**src/design/assert_macros.svh**
```systemverilog
// ----------------------------------------------------------------------------
// assert_macros.svh
// Clocked assertion helpers shared by the HSV to RGB565 pipeline.
// ----------------------------------------------------------------------------
`ifndef ASSERT_MACROS_SVH
`define ASSERT_MACROS_SVH

// Check a property on every rising edge of clk, off while rst_n is low.
`define HSV_ASSERT(name, prop, msg) \
    name: assert property (@(posedge clk) disable iff (!rst_n) (prop)) else $error(msg);

// Check that a condition holds whenever a qualifier is high.
`define HSV_ASSERT_WHEN(name, qual, cond, msg) \
    `HSV_ASSERT(name, (qual) |-> (cond), msg)

`endif

```
**src/design/hsvrgb_pkg.sv**
```systemverilog
// ----------------------------------------------------------------------------
// hsvrgb_pkg
// Shared constants and stage payload types of the HSV to RGB565 pipeline.
// ----------------------------------------------------------------------------
package hsvrgb_pkg;

    localparam int HUE_W   = 15;
    localparam int CHAN_W  = 8;
    localparam int REM_W   = 12;
    localparam int NUM_W   = 20;
    localparam int SECT_W  = 4;

    // One 60 degree sector in 1/64 degree units: 60 * 64 = 15 << 8.
    localparam logic [REM_W-1:0] SECTOR_SPAN = 12'd3840;
    // Denominator of q and t: 255 * SECTOR_SPAN = 3825 << 8.
    localparam logic [NUM_W-1:0] FULL_SCALE  = 20'd979200;
    // Divisor left after the shift by 8.
    localparam logic [NUM_W-1:0] QT_DIV      = 20'd3825;
    // Reciprocal estimates: floor(2^20 / 3825) and floor(2^16 / 255).
    localparam logic [27:0]      QT_RECIP    = 28'd274;
    localparam logic [23:0]      P_RECIP     = 24'd257;
    localparam logic [CHAN_W-1:0] CHAN_MAX   = 8'd255;

    // Sector codes; anything above SEC_RISE_R takes the default order.
    localparam logic [SECT_W-1:0] SEC_RISE_G = 4'd0;
    localparam logic [SECT_W-1:0] SEC_FALL_R = 4'd1;
    localparam logic [SECT_W-1:0] SEC_RISE_B = 4'd2;
    localparam logic [SECT_W-1:0] SEC_FALL_G = 4'd3;
    localparam logic [SECT_W-1:0] SEC_RISE_R = 4'd4;

    typedef struct packed {
        logic [SECT_W-1:0] sector;
        logic [REM_W-1:0]  rem;
        logic [CHAN_W-1:0] sat;
        logic [CHAN_W-1:0] bright;
    } sec_t;

    typedef struct packed {
        logic [SECT_W-1:0] sector;
        logic [CHAN_W-1:0] bright;
        logic [NUM_W-1:0]  yq;
        logic [NUM_W-1:0]  yt;
        logic [15:0]       ps;
        logic [CHAN_W-1:0] pe;
    } prod_t;

endpackage

```
**src/design/hsv_to_rgb565_pixel.sv**
```systemverilog
// ----------------------------------------------------------------------------
// hsv_to_rgb565_pixel
// Throughput: one pixel per cycle; all five stages advance together and
// freeze only while the output beat is held by a low m_tready.
// Reset: rst_n clears every stage valid bit at once; payload is not reset.
// ----------------------------------------------------------------------------
module hsv_to_rgb565_pixel (
    input  logic        clk,
    input  logic        rst_n,
    input  logic        s_tvalid,
    output logic        s_tready,
    input  logic [31:0] s_tdata,   // hue_fixed[14:0], saturation[22:15], brightness[30:23], 0
    output logic        m_tvalid,
    input  logic        m_tready,
    output logic [39:0] m_tdata    // red[7:0], green[15:8], blue[23:16], packed565[39:24]
);
    import hsvrgb_pkg::*;

    logic              adv;
    logic              sec_valid;
    sec_t              sec_data;
    logic              prod_valid;
    prod_t             prod_data;
    logic [CHAN_W-1:0] red;
    logic [CHAN_W-1:0] green;
    logic [CHAN_W-1:0] blue;
    logic [15:0]       packed565;

    // Advance the whole pipe whenever the output slot is empty or being taken;
    // bubbles ride along, so a stall holds every stage in place.
    assign adv      = !m_tvalid || m_tready;
    assign s_tready = adv;

    // Stage 1: sector and remainder.
    hsvrgb_sector u_sector (
        .clk        (clk),
        .rst_n      (rst_n),
        .adv        (adv),
        .in_valid   (s_tvalid),
        .hue_fixed  (s_tdata[14:0]),
        .saturation (s_tdata[22:15]),
        .brightness (s_tdata[30:23]),
        .out_valid  (sec_valid),
        .out_data   (sec_data)
    );

    // Stages 2 and 3: numerators and scaling by value.
    hsvrgb_mult u_mult (
        .clk       (clk),
        .rst_n     (rst_n),
        .adv       (adv),
        .in_valid  (sec_valid),
        .in_data   (sec_data),
        .out_valid (prod_valid),
        .out_data  (prod_data)
    );

    // Stages 4 and 5: exact floors, channel order, output register.
    hsvrgb_norm u_norm (
        .clk       (clk),
        .rst_n     (rst_n),
        .adv       (adv),
        .in_valid  (prod_valid),
        .in_data   (prod_data),
        .out_valid (m_tvalid),
        .red       (red),
        .green     (green),
        .blue      (blue),
        .packed565 (packed565)
    );

    assign m_tdata = {packed565, blue, green, red};

endmodule

```
**src/design/hsvrgb_sector.sv**
```systemverilog
// ----------------------------------------------------------------------------
// hsvrgb_sector
// Stage 1: split the hue into a 60 degree sector and the remainder within it.
// ----------------------------------------------------------------------------
`include "assert_macros.svh"

module hsvrgb_sector (
    input  logic                                clk,
    input  logic                                rst_n,
    input  logic                                adv,
    input  logic                                in_valid,
    input  logic [hsvrgb_pkg::HUE_W-1:0]        hue_fixed,
    input  logic [hsvrgb_pkg::CHAN_W-1:0]       saturation,
    input  logic [hsvrgb_pkg::CHAN_W-1:0]       brightness,
    output logic                                out_valid,
    output hsvrgb_pkg::sec_t                    out_data
);
    import hsvrgb_pkg::*;

    logic [6:0]  h8;
    logic [11:0] est_prod;
    logic [3:0]  est;
    logic [7:0]  r15;
    logic [3:0]  rem_hi;
    sec_t        sec_next;
    logic        valid_reg;
    sec_t        data_reg;

    // hue / 3840 == (hue >> 8) / 15; 17/256 underestimates 1/15 by under one.
    always_comb
    begin
        h8       = hue_fixed[14:8];
        est_prod = 12'(h8) * 12'd17;
        est      = est_prod[11:8];
        r15      = 8'(h8) - 8'(est) * 8'd15;
        sec_next.sat    = saturation;
        sec_next.bright = brightness;
        if (r15 >= 8'd15)
        begin
            sec_next.sector = est + 4'd1;
            rem_hi          = 4'(r15 - 8'd15);
        end
        else
        begin
            sec_next.sector = est;
            rem_hi          = r15[3:0];
        end
        sec_next.rem = {rem_hi, hue_fixed[7:0]};
    end

    always_ff @(posedge clk or negedge rst_n)
    begin
        if (!rst_n)
            valid_reg <= 1'b0;
        else if (adv)
            valid_reg <= in_valid;
    end

    always_ff @(posedge clk)
    begin
        if (adv)
            data_reg <= sec_next;
    end

    assign out_valid = valid_reg;
    assign out_data  = data_reg;

    `HSV_ASSERT_WHEN(a_rem_in_sector, valid_reg, data_reg.rem < SECTOR_SPAN, "rem too large")

endmodule

```
**src/design/hsvrgb_mult.sv**
```systemverilog
// ----------------------------------------------------------------------------
// hsvrgb_mult
// Stages 2 and 3: form the p, q and t numerators and scale them by value.
// ----------------------------------------------------------------------------
module hsvrgb_mult (
    input  logic                 clk,
    input  logic                 rst_n,
    input  logic                 adv,
    input  logic                 in_valid,
    input  hsvrgb_pkg::sec_t     in_data,
    output logic                 out_valid,
    output hsvrgb_pkg::prod_t    out_data
);
    import hsvrgb_pkg::*;

    logic [REM_W-1:0]  comp;
    logic [NUM_W-1:0]  sr_q;
    logic [NUM_W-1:0]  sr_t;
    logic [27:0]       xq;
    logic [27:0]       xt;
    logic [23:0]       pe_prod;
    prod_t             prod_next;

    logic              s2_valid_reg;
    logic [SECT_W-1:0] s2_sector_reg;
    logic [CHAN_W-1:0] s2_bright_reg;
    logic [NUM_W-1:0]  s2_numq_reg;
    logic [NUM_W-1:0]  s2_numt_reg;
    logic [15:0]       s2_ps_reg;
    logic              s3_valid_reg;
    prod_t             s3_data_reg;

    // Stage 2: s * r, s * (D - r) and v * (255 - s).
    always_comb
    begin
        comp = SECTOR_SPAN - in_data.rem;
        sr_q = NUM_W'(in_data.sat) * NUM_W'(in_data.rem);
        sr_t = NUM_W'(in_data.sat) * NUM_W'(comp);
    end

    always_ff @(posedge clk)
    begin
        if (adv)
        begin
            s2_sector_reg <= in_data.sector;
            s2_bright_reg <= in_data.bright;
            s2_numq_reg   <= FULL_SCALE - sr_q;
            s2_numt_reg   <= FULL_SCALE - sr_t;
            s2_ps_reg     <= 16'(in_data.bright) * 16'(CHAN_MAX - in_data.sat);
        end
    end

    // Stage 3: scale by value, drop the power-of-two part of the divisor,
    // estimate p by reciprocal.
    always_comb
    begin
        xq      = 28'(s2_bright_reg) * 28'(s2_numq_reg);
        xt      = 28'(s2_bright_reg) * 28'(s2_numt_reg);
        pe_prod = 24'(s2_ps_reg) * P_RECIP;
        prod_next.sector = s2_sector_reg;
        prod_next.bright = s2_bright_reg;
        prod_next.yq     = xq[27:8];
        prod_next.yt     = xt[27:8];
        prod_next.ps     = s2_ps_reg;
        prod_next.pe     = pe_prod[23:16];
    end

    always_ff @(posedge clk)
    begin
        if (adv)
            s3_data_reg <= prod_next;
    end

    always_ff @(posedge clk or negedge rst_n)
    begin
        if (!rst_n)
        begin
            s2_valid_reg <= 1'b0;
            s3_valid_reg <= 1'b0;
        end
        else if (adv)
        begin
            s2_valid_reg <= in_valid;
            s3_valid_reg <= s2_valid_reg;
        end
    end

    assign out_valid = s3_valid_reg;
    assign out_data  = s3_data_reg;

endmodule

```
**src/design/hsvrgb_norm.sv**
```systemverilog
// ----------------------------------------------------------------------------
// hsvrgb_norm
// Stages 4 and 5: finish the divisions, order the channels, pack RGB565.
// ----------------------------------------------------------------------------
`include "assert_macros.svh"

module hsvrgb_norm (
    input  logic                              clk,
    input  logic                              rst_n,
    input  logic                              adv,
    input  logic                              in_valid,
    input  hsvrgb_pkg::prod_t                 in_data,
    output logic                              out_valid,
    output logic [hsvrgb_pkg::CHAN_W-1:0]     red,
    output logic [hsvrgb_pkg::CHAN_W-1:0]     green,
    output logic [hsvrgb_pkg::CHAN_W-1:0]     blue,
    output logic [15:0]                       packed565
);
    import hsvrgb_pkg::*;

    logic [27:0]       qprod;
    logic [27:0]       tprod;
    logic [16:0]       pr;
    logic [CHAN_W-1:0] p_next;

    logic              s4_valid_reg;
    logic [SECT_W-1:0] s4_sector_reg;
    logic [CHAN_W-1:0] s4_bright_reg;
    logic [NUM_W-1:0]  s4_yq_reg;
    logic [NUM_W-1:0]  s4_yt_reg;
    logic [CHAN_W-1:0] s4_qe_reg;
    logic [CHAN_W-1:0] s4_te_reg;
    logic [CHAN_W-1:0] s4_p_reg;

    logic [NUM_W-1:0]  rq;
    logic [NUM_W-1:0]  rt;
    logic [CHAN_W-1:0] q_val;
    logic [CHAN_W-1:0] t_val;
    logic [CHAN_W-1:0] r_next;
    logic [CHAN_W-1:0] g_next;
    logic [CHAN_W-1:0] b_next;

    logic              valid_reg;
    logic [CHAN_W-1:0] red_reg;
    logic [CHAN_W-1:0] green_reg;
    logic [CHAN_W-1:0] blue_reg;
    logic [15:0]       packed_reg;
    logic [15:0]       pack_chk;

    // Stage 4: quotient estimates for q and t, exact p.
    always_comb
    begin
        qprod  = 28'(in_data.yq) * QT_RECIP;
        tprod  = 28'(in_data.yt) * QT_RECIP;
        pr     = 17'(in_data.ps) - 17'(in_data.pe) * 17'(CHAN_MAX);
        p_next = (pr >= 17'(CHAN_MAX)) ? in_data.pe + 8'd1 : in_data.pe;
    end

    always_ff @(posedge clk)
    begin
        if (adv)
        begin
            s4_sector_reg <= in_data.sector;
            s4_bright_reg <= in_data.bright;
            s4_yq_reg     <= in_data.yq;
            s4_yt_reg     <= in_data.yt;
            s4_qe_reg     <= qprod[27:20];
            s4_te_reg     <= tprod[27:20];
            s4_p_reg      <= p_next;
        end
    end

    // Stage 5: correct the estimates by one where the remainder overflows, then order the channels.
    always_comb
    begin
        rq    = s4_yq_reg - NUM_W'(s4_qe_reg) * QT_DIV;
        rt    = s4_yt_reg - NUM_W'(s4_te_reg) * QT_DIV;
        q_val = (rq >= QT_DIV) ? s4_qe_reg + 8'd1 : s4_qe_reg;
        t_val = (rt >= QT_DIV) ? s4_te_reg + 8'd1 : s4_te_reg;
        unique case (s4_sector_reg)
            SEC_RISE_G:
            begin
                r_next = s4_bright_reg; g_next = t_val;         b_next = s4_p_reg;
            end
            SEC_FALL_R:
            begin
                r_next = q_val;         g_next = s4_bright_reg; b_next = s4_p_reg;
            end
            SEC_RISE_B:
            begin
                r_next = s4_p_reg;      g_next = s4_bright_reg; b_next = t_val;
            end
            SEC_FALL_G:
            begin
                r_next = s4_p_reg;      g_next = q_val;         b_next = s4_bright_reg;
            end
            SEC_RISE_R:
            begin
                r_next = t_val;         g_next = s4_p_reg;      b_next = s4_bright_reg;
            end
            default:
            begin
                r_next = s4_bright_reg; g_next = s4_p_reg;      b_next = q_val;
            end
        endcase
    end

    always_ff @(posedge clk)
    begin
        if (adv)
        begin
            red_reg    <= r_next;
            green_reg  <= g_next;
            blue_reg   <= b_next;
            packed_reg <= {r_next[7:3], g_next[7:2], b_next[7:3]};
        end
    end

    always_ff @(posedge clk or negedge rst_n)
    begin
        if (!rst_n)
        begin
            s4_valid_reg <= 1'b0;
            valid_reg    <= 1'b0;
        end
        else if (adv)
        begin
            s4_valid_reg <= in_valid;
            valid_reg    <= s4_valid_reg;
        end
    end

    assign out_valid = valid_reg;
    assign red       = red_reg;
    assign green     = green_reg;
    assign blue      = blue_reg;
    assign packed565 = packed_reg;

    // Repack the held channels to compare against the registered RGB565 word.
    assign pack_chk  = {red_reg[7:3], green_reg[7:2], blue_reg[7:3]};

    `HSV_ASSERT_WHEN(a_q_est_close, s4_valid_reg, rq < (QT_DIV << 1), "q estimate off")
    `HSV_ASSERT_WHEN(a_pack_match, valid_reg, packed_reg == pack_chk, "RGB565 mismatch")

endmodule
```
**config.mk**
```make
export PLATFORM = sky130hd
export DESIGN_NAME = hsv_to_rgb565_pixel
export DESIGN_NICKNAME = d
export VERILOG_FILES = /design/src/design/hsvrgb_pkg.sv /design/src/design/hsv_to_rgb565_pixel.sv /design/src/design/hsvrgb_sector.sv /design/src/design/hsvrgb_mult.sv /design/src/design/hsvrgb_norm.sv
export VERILOG_INCLUDE_DIRS = /design/src /design/src/design
export SDC_FILE = /design/constraint.sdc
export NUM_CORES = 2
export LEC_CHECK = 0
export BUFFER_PORTS_ARGS = -buffer_cell sky130_fd_sc_hd__clkbuf_2
export CELL_PAD_IN_SITES_DETAIL_PLACEMENT = 1
export CELL_PAD_IN_SITES_GLOBAL_PLACEMENT = 1
export CORE_MARGIN = 5
export CORE_UTILIZATION = 47
export DETAILED_ROUTE_END_ITERATION = 10
export MAX_ROUTING_LAYER = met4
export PLACE_DENSITY = 0.76
export SYNTH_ARGS = -nofsm -noshare
export SYNTH_HDL_FRONTEND = slang
export SYNTH_HIERARCHICAL = 1
export SYNTH_SLANG_ARGS = --single-unit
export TNS_END_PERCENT = 30
```
**constraint.sdc**
```tcl
create_clock -name clk -period 12 [get_ports clk]
set_input_delay 2.4 -clock clk [delete_from_list [all_inputs] [get_ports clk]]
set_output_delay 2.4 -clock clk [all_outputs]
set_load 0.02 [all_outputs]
```
; Word level (Yosys, flattened, before mapping)
; Cells that the tools add are included.
[totals]
regBits = 297
out_inout_bits = 42
word_cells = 80
[op_classes]
n_eq_ne = 4
n_reduce_logical = 7
addsub = 13
n_lt_le_gt_ge = 4
n_mux = 8
multipliers = 13
[ops]
columns = operator, n
row1 = $pmux W8 S3, 3
row2 = $mul A8 B20 Y28, 2
row3 = $mul A20 B8 Y27 const B, 2
row4 = $ge A20 B12 Y1 const B, 2
row5 = $mul A8 B12 Y20, 2
row6 = $mul A8 B12 Y20 const B, 2
row7 = $sub A20 B20 Y20, 2
row8 = $sub A20 B20 Y20 const A, 2
row9 = $add A8 B1 Y8 const B, 3
row10 = $mul A16 B9 Y24 const B, 1
row11 = $mux W8, 3
row12 = $ge A17 B8 Y1 const B, 1
row13 = $sub A16 B16 Y17, 1
row14 = $mul A8 B16 Y16, 1
row15 = $mul A8 B8 Y16 const B, 1
row16 = $mul A7 B5 Y12 const B, 1
row17 = $sub A12 B12 Y12 const A, 1
row18 = $sub A8 B8 Y9 const A, 1
row19 = $eq A4 B2 Y1 const B, 2
row20 = $ge A8 B4 Y1 const B, 1
row21 = $mul A4 B4 Y8 const B, 1
row22 = $mux W4, 2
row23 = $reduce_or A2 Y1, 4
row24 = $sub A7 B8 Y8, 1
row25 = 7 further kinds, 7

; Longest topological paths before layout
[logic_depth]
depth_word = 5
mapped_depth = 23
mapped_depth_nobuf = 22

; Hierarchy
; Netlist, hierarchy kept.
[modules_own_cells]
columns = module, area_each_um2, cells_each, instances
row1 = hsvrgb_mult, 23455.0, 2456, 1
row2 = hsvrgb_norm, 15837.7, 1669, 1
row3 = hsvrgb_sector, 2029.4, 160, 1
row4 = hsv_to_rgb565_pixel, 6.3, 1, 1

; Worst setup path after synthesis
; Ideal clock, no wire load.
[synth_path]
path_kind = input to output
from = input m_tready
to = output s_tready
t_arrival_ns = 9.233
path_slack_ns = 0.367
required_time_ns = 9.600
path_stages = 1
path_cell_list = nand2b_1
[synth_via]
elab_chain_len = 1
[synth_rtl]
columns = item, line_no
row1 = start: declaration, hsv_to_rgb565_pixel.sv:14  ; input logic m_tready,
row2 = $logic_or A1 B1 Y1, hsv_to_rgb565_pixel.sv:31  ; assign adv = !m_tvalid || m_tready;
row3 = end: declaration, hsv_to_rgb565_pixel.sv:11  ; output logic s_tready,
; No other way between the ends.

; Worst setup path in the final report
[layout_path]
from = register u_norm.s4_te_reg[4]
to = register u_norm.blue_reg[2], in the netlist u_norm/blue[2] (data pin)
[layout_via]
elab_chain_len = 5
[layout_rtl]
columns = item, line_no
row1 = start: declaration, hsvrgb_norm.sv:32  ; logic [CHAN_W-1:0] s4_te_reg;
row2 = start signal: assignment, hsvrgb_norm.sv:68  ; s4_te_reg <= tprod[27:20];
row3 = $mul A8 B12 Y20, hsvrgb_norm.sv:77  ; rt = s4_yt_reg - NUM_W'(s4_te_reg) * QT_DIV;
row4 = $sub A20 B20 Y20, hsvrgb_norm.sv:77
row5 = $ge A20 B12 Y1, hsvrgb_norm.sv:79  ; t_val = (rt >= QT_DIV) ? s4_te_reg + 8'd1 : s4_te_reg;
row6 = $mux W8, hsvrgb_norm.sv:79
row7 = $pmux W8 S3, hsvrgb_norm.sv:80  ; unique case (s4_sector_reg)
row8 = via u_norm.b_next[2], hsvrgb_norm.sv:41  ; logic [CHAN_W-1:0] b_next;
row9 = end signal: assignment, hsvrgb_norm.sv:114  ; blue_reg <= b_next;
row10 = end: declaration, hsvrgb_norm.sv:46  ; logic [CHAN_W-1:0] blue_reg;
; The timed path passes the listed nets, and every way through them passes these cells.
; A chain may end at the register's enable or synchronous reset.

==> metrics <==
status completed; CTS tree done; DR vias/cell 5.310; htree depth 2; syn_nets 5,426; Starting Density 0.4749; total wire length 98,250 µm; Worst Hold Class register to register; root buf cell clkbuf_16; drt pass-1 iters 5; post-CTS sizing 0; num ports 78; initial antenna violation count 0; ys flop type edfxtp_1; grt ovf 0; fin crit share 0.5950; Tmin final 7.140 ns; die area 93,960 µm²; Slew HR 0.2517; commonest cells after routing, fill and taps aside 999 x inv_1, 574 x ha_1, 530 x fa_1; Hold Buf Count CTS 0; Site Rows 108; WP data arrival 7.41 ns; Post-Place Cells 5,417; setup_tns 0 ns; PortBufs 76; EDFF count, synth 275; r2r startpoint u_norm/s4_te_reg[4]$_DFFE_PP_; commonest non-fill, non-tap cell in the layout inv_1; Slew Limit Fails 0; fin nets 5,440; end point of the worst hold path u_norm/s4_bright_reg[1]$_DFFE_PP_; Total GRT Usage 0.2186; worst r2r path cells 19; YS warnings 6; RR Endpoint u_norm/blue[2]$_DFFE_PP_; area grow syn2layout 6.246%; final setup fails 0; MaxCap Viol Count 0; synthesized flop and latch total 280; Clock Pin Slew Worst Setup and Hold Paths 0.06 ns; Final Hold Vio Count 0; Mapped Area 41,330 µm²; Startpoint Class register; Routability Congestion 0.8848; CTS Buf Count 36; WP data required 12.27 ns; via count 29,100; Final ANT Viol Nets 0; vias in the first global route 32,700; Worst Path Max Fanout 18; clk_skew 0.02535 ns; hpwl dp 79,180 µm; Max clock buf depth 3; WS Path Type register to register; clock latency on the worst-skew pair 0.56 ns; Worst Setup End Kind register; drt wl/cell 17.93 µm; Setup Fix Bufs, Post-CTS 0; Final Non-Filler Cells 5,481; Die X 306.5 µm; synthesized instance count 4,286; Fmax 140.1 MHz; First DRT Iteration DRCs 1,234; Unique masters post-synth 103; clk sinks 280; Async S/R FF share, synth 0.01786; RSZ-0062 raised after global routing false; fill cell count 9,977; reg2reg setup slack 4.86 ns; worst hold path depth 0; hold path start u_mult/out_data[65]$_DFFE_PP_; Core Footprint 87,020 µm²; max FFs per register 76; average size of a mapped cell 9.643 µm²; worst slew pin tran 1.122 ns; first-pass GRT wire length 165,600 µm; post-route DRC violation count 0; share of cells above drive strength 1 0.04694; die height 306.5 µm; largest net degree at the start of global routing 71; sequential-to-total area share from yosys stat 0.2028
Yosys cell counts, types with 6 or more instances:
cell type  number  share of area
a21boi_1        6         0.0011
mux2i_1        16         0.0039
nor4_1         10         0.0015
o211ai_1       16         0.0029
nor2b_1        64         0.0097
nand4_1        29         0.0044
buf_4          16         0.0029
a221oi_1        6         0.0013
mux2_2          6         0.0016
a22oi_1         7         0.0013
a31o_2          6         0.0013
nor3_1         51         0.0062
a211o_1        10         0.0021
o21a_1         26         0.0047
o221ai_1       10         0.0021
nand3_1        35         0.0042
inv_1         999          0.091
and4_1          6         0.0013
ha_1          574           0.17
or2_2          11         0.0017
edfxtp_1      275           0.20
nand2b_1       52         0.0079
or4_1           6         0.0011
xor2_1         49          0.010
o21ai_0        74         0.0090
nor2_1        138          0.013
a211oi_1       32         0.0058
o31ai_1         6         0.0011
fa_1          530           0.26
clkbuf_1       94         0.0085
o22ai_1        12         0.0018
a21oi_1       140          0.017
a21o_1         54         0.0098
a2111oi_0       6         0.0013
o21ai_1         7        0.00085
or3_1          12         0.0018
xnor2_1       107          0.023
and3_1         25         0.0038
a31oi_1        20         0.0030
and2_1        288          0.044
nand2_1       317          0.029
o21bai_1       12         0.0022
o2111ai_1       8         0.0017
per-stage QoR:
stage | worst slack (ns) | hold WS (ns) | util | instance area [µm²]
6_report | 4.860 | 0.4148 | 0.5046 | 43910
5_1_grt | 4.604 | 0.4184 | 0.5045 | 43910
4_1_cts | 4.934 | 0.4131 | 0.5045 | 43910
3_5_place_dp | 4.360 | 0.4057 | 0.4915 | 42770
3_3_place_gp | 4.460 | 0.4019 | 0.4915 | 42770
2_1_floorplan | 0.3667 | 0.4003 | - | 41330
routing by layer:
layer,wire length [µm],vias up,track usage,share of wire
met1,44690,14800,0.2857,0.45
met5,0,-,-,0
li1,-,13770,-,-
met4,2123,0,0.04846,0.022
met2,48640,406,0.3744,0.50
met3,2795,124,0.02058,0.028
cell type report:
cell class              instances  area [µm²]  area share
clock inverters                22       217.7    0.004958
inverters                    1000        3754     0.08548
diodes                          1       2.502  0.00005699
repair buffers                 95       523.0     0.01191
well taps                    1155        1445     0.03291
clock buffers                  41       919.6     0.02094
flip-flops and latches        280        8383      0.1909
multi-input cells            2887       28670      0.6528
cell families after synthesis:
group / after synthesis / share of synthesized area
and+or+nand+nor: 1079 / 0.1365
muxes: 25 / 0.006509
DFF: 280 / 0.2028
AOI/OAI and AO/OA: 523 / 0.08686
buffers and inverters: 1119 / 0.1038
xor gates and xnor gates: 156 / 0.03306
adders and majority gates: 1104 / 0.4305
critical path, cell delays in order, from the launching register on:
cell	delay [ns]
edfxtp_1	0.56
clkinv_1	0.45
fa_1	0.65
inv_1	0.11
fa_1	0.55
inv_1	0.05
fa_1	0.48
inv_1	0.06
fa_1	0.48
inv_1	0.04
ha_1	0.36
and4_1	0.25
o2111ai_1	0.13
a31oi_1	0.17
a2111oi_0	0.46
nand3_1	0.32
or4_1	0.88
and4_1	0.35
nor4_1	0.36
a21oi_1	0.12
how the worst max path moves through the flow:
stage | startpoint | endpoint | slack (ns) | cells past startpoint
global route | s_tdata[10] | u_sector/out_data[29]$_DFFE_PP_ | 4.60 | 20
finish | u_norm/s4_te_reg[4]$_DFFE_PP_ | u_norm/blue[2]$_DFFE_PP_ | 4.86 | 19
global placement | s_tdata[10] | u_sector/out_data[29]$_DFFE_PP_ | 4.46 | 20
CTS | s_tdata[10] | u_sector/out_data[29]$_DFFE_PP_ | 4.93 | 20
floorplan | m_tready | s_tready | 0.37 | 1
detailed placement | s_tdata[10] | u_sector/out_data[29]$_DFFE_PP_ | 4.36 | 20
Power is not shown: default switching activity piles up to over one toggle a cycle in this logic, so the estimate is an artifact.
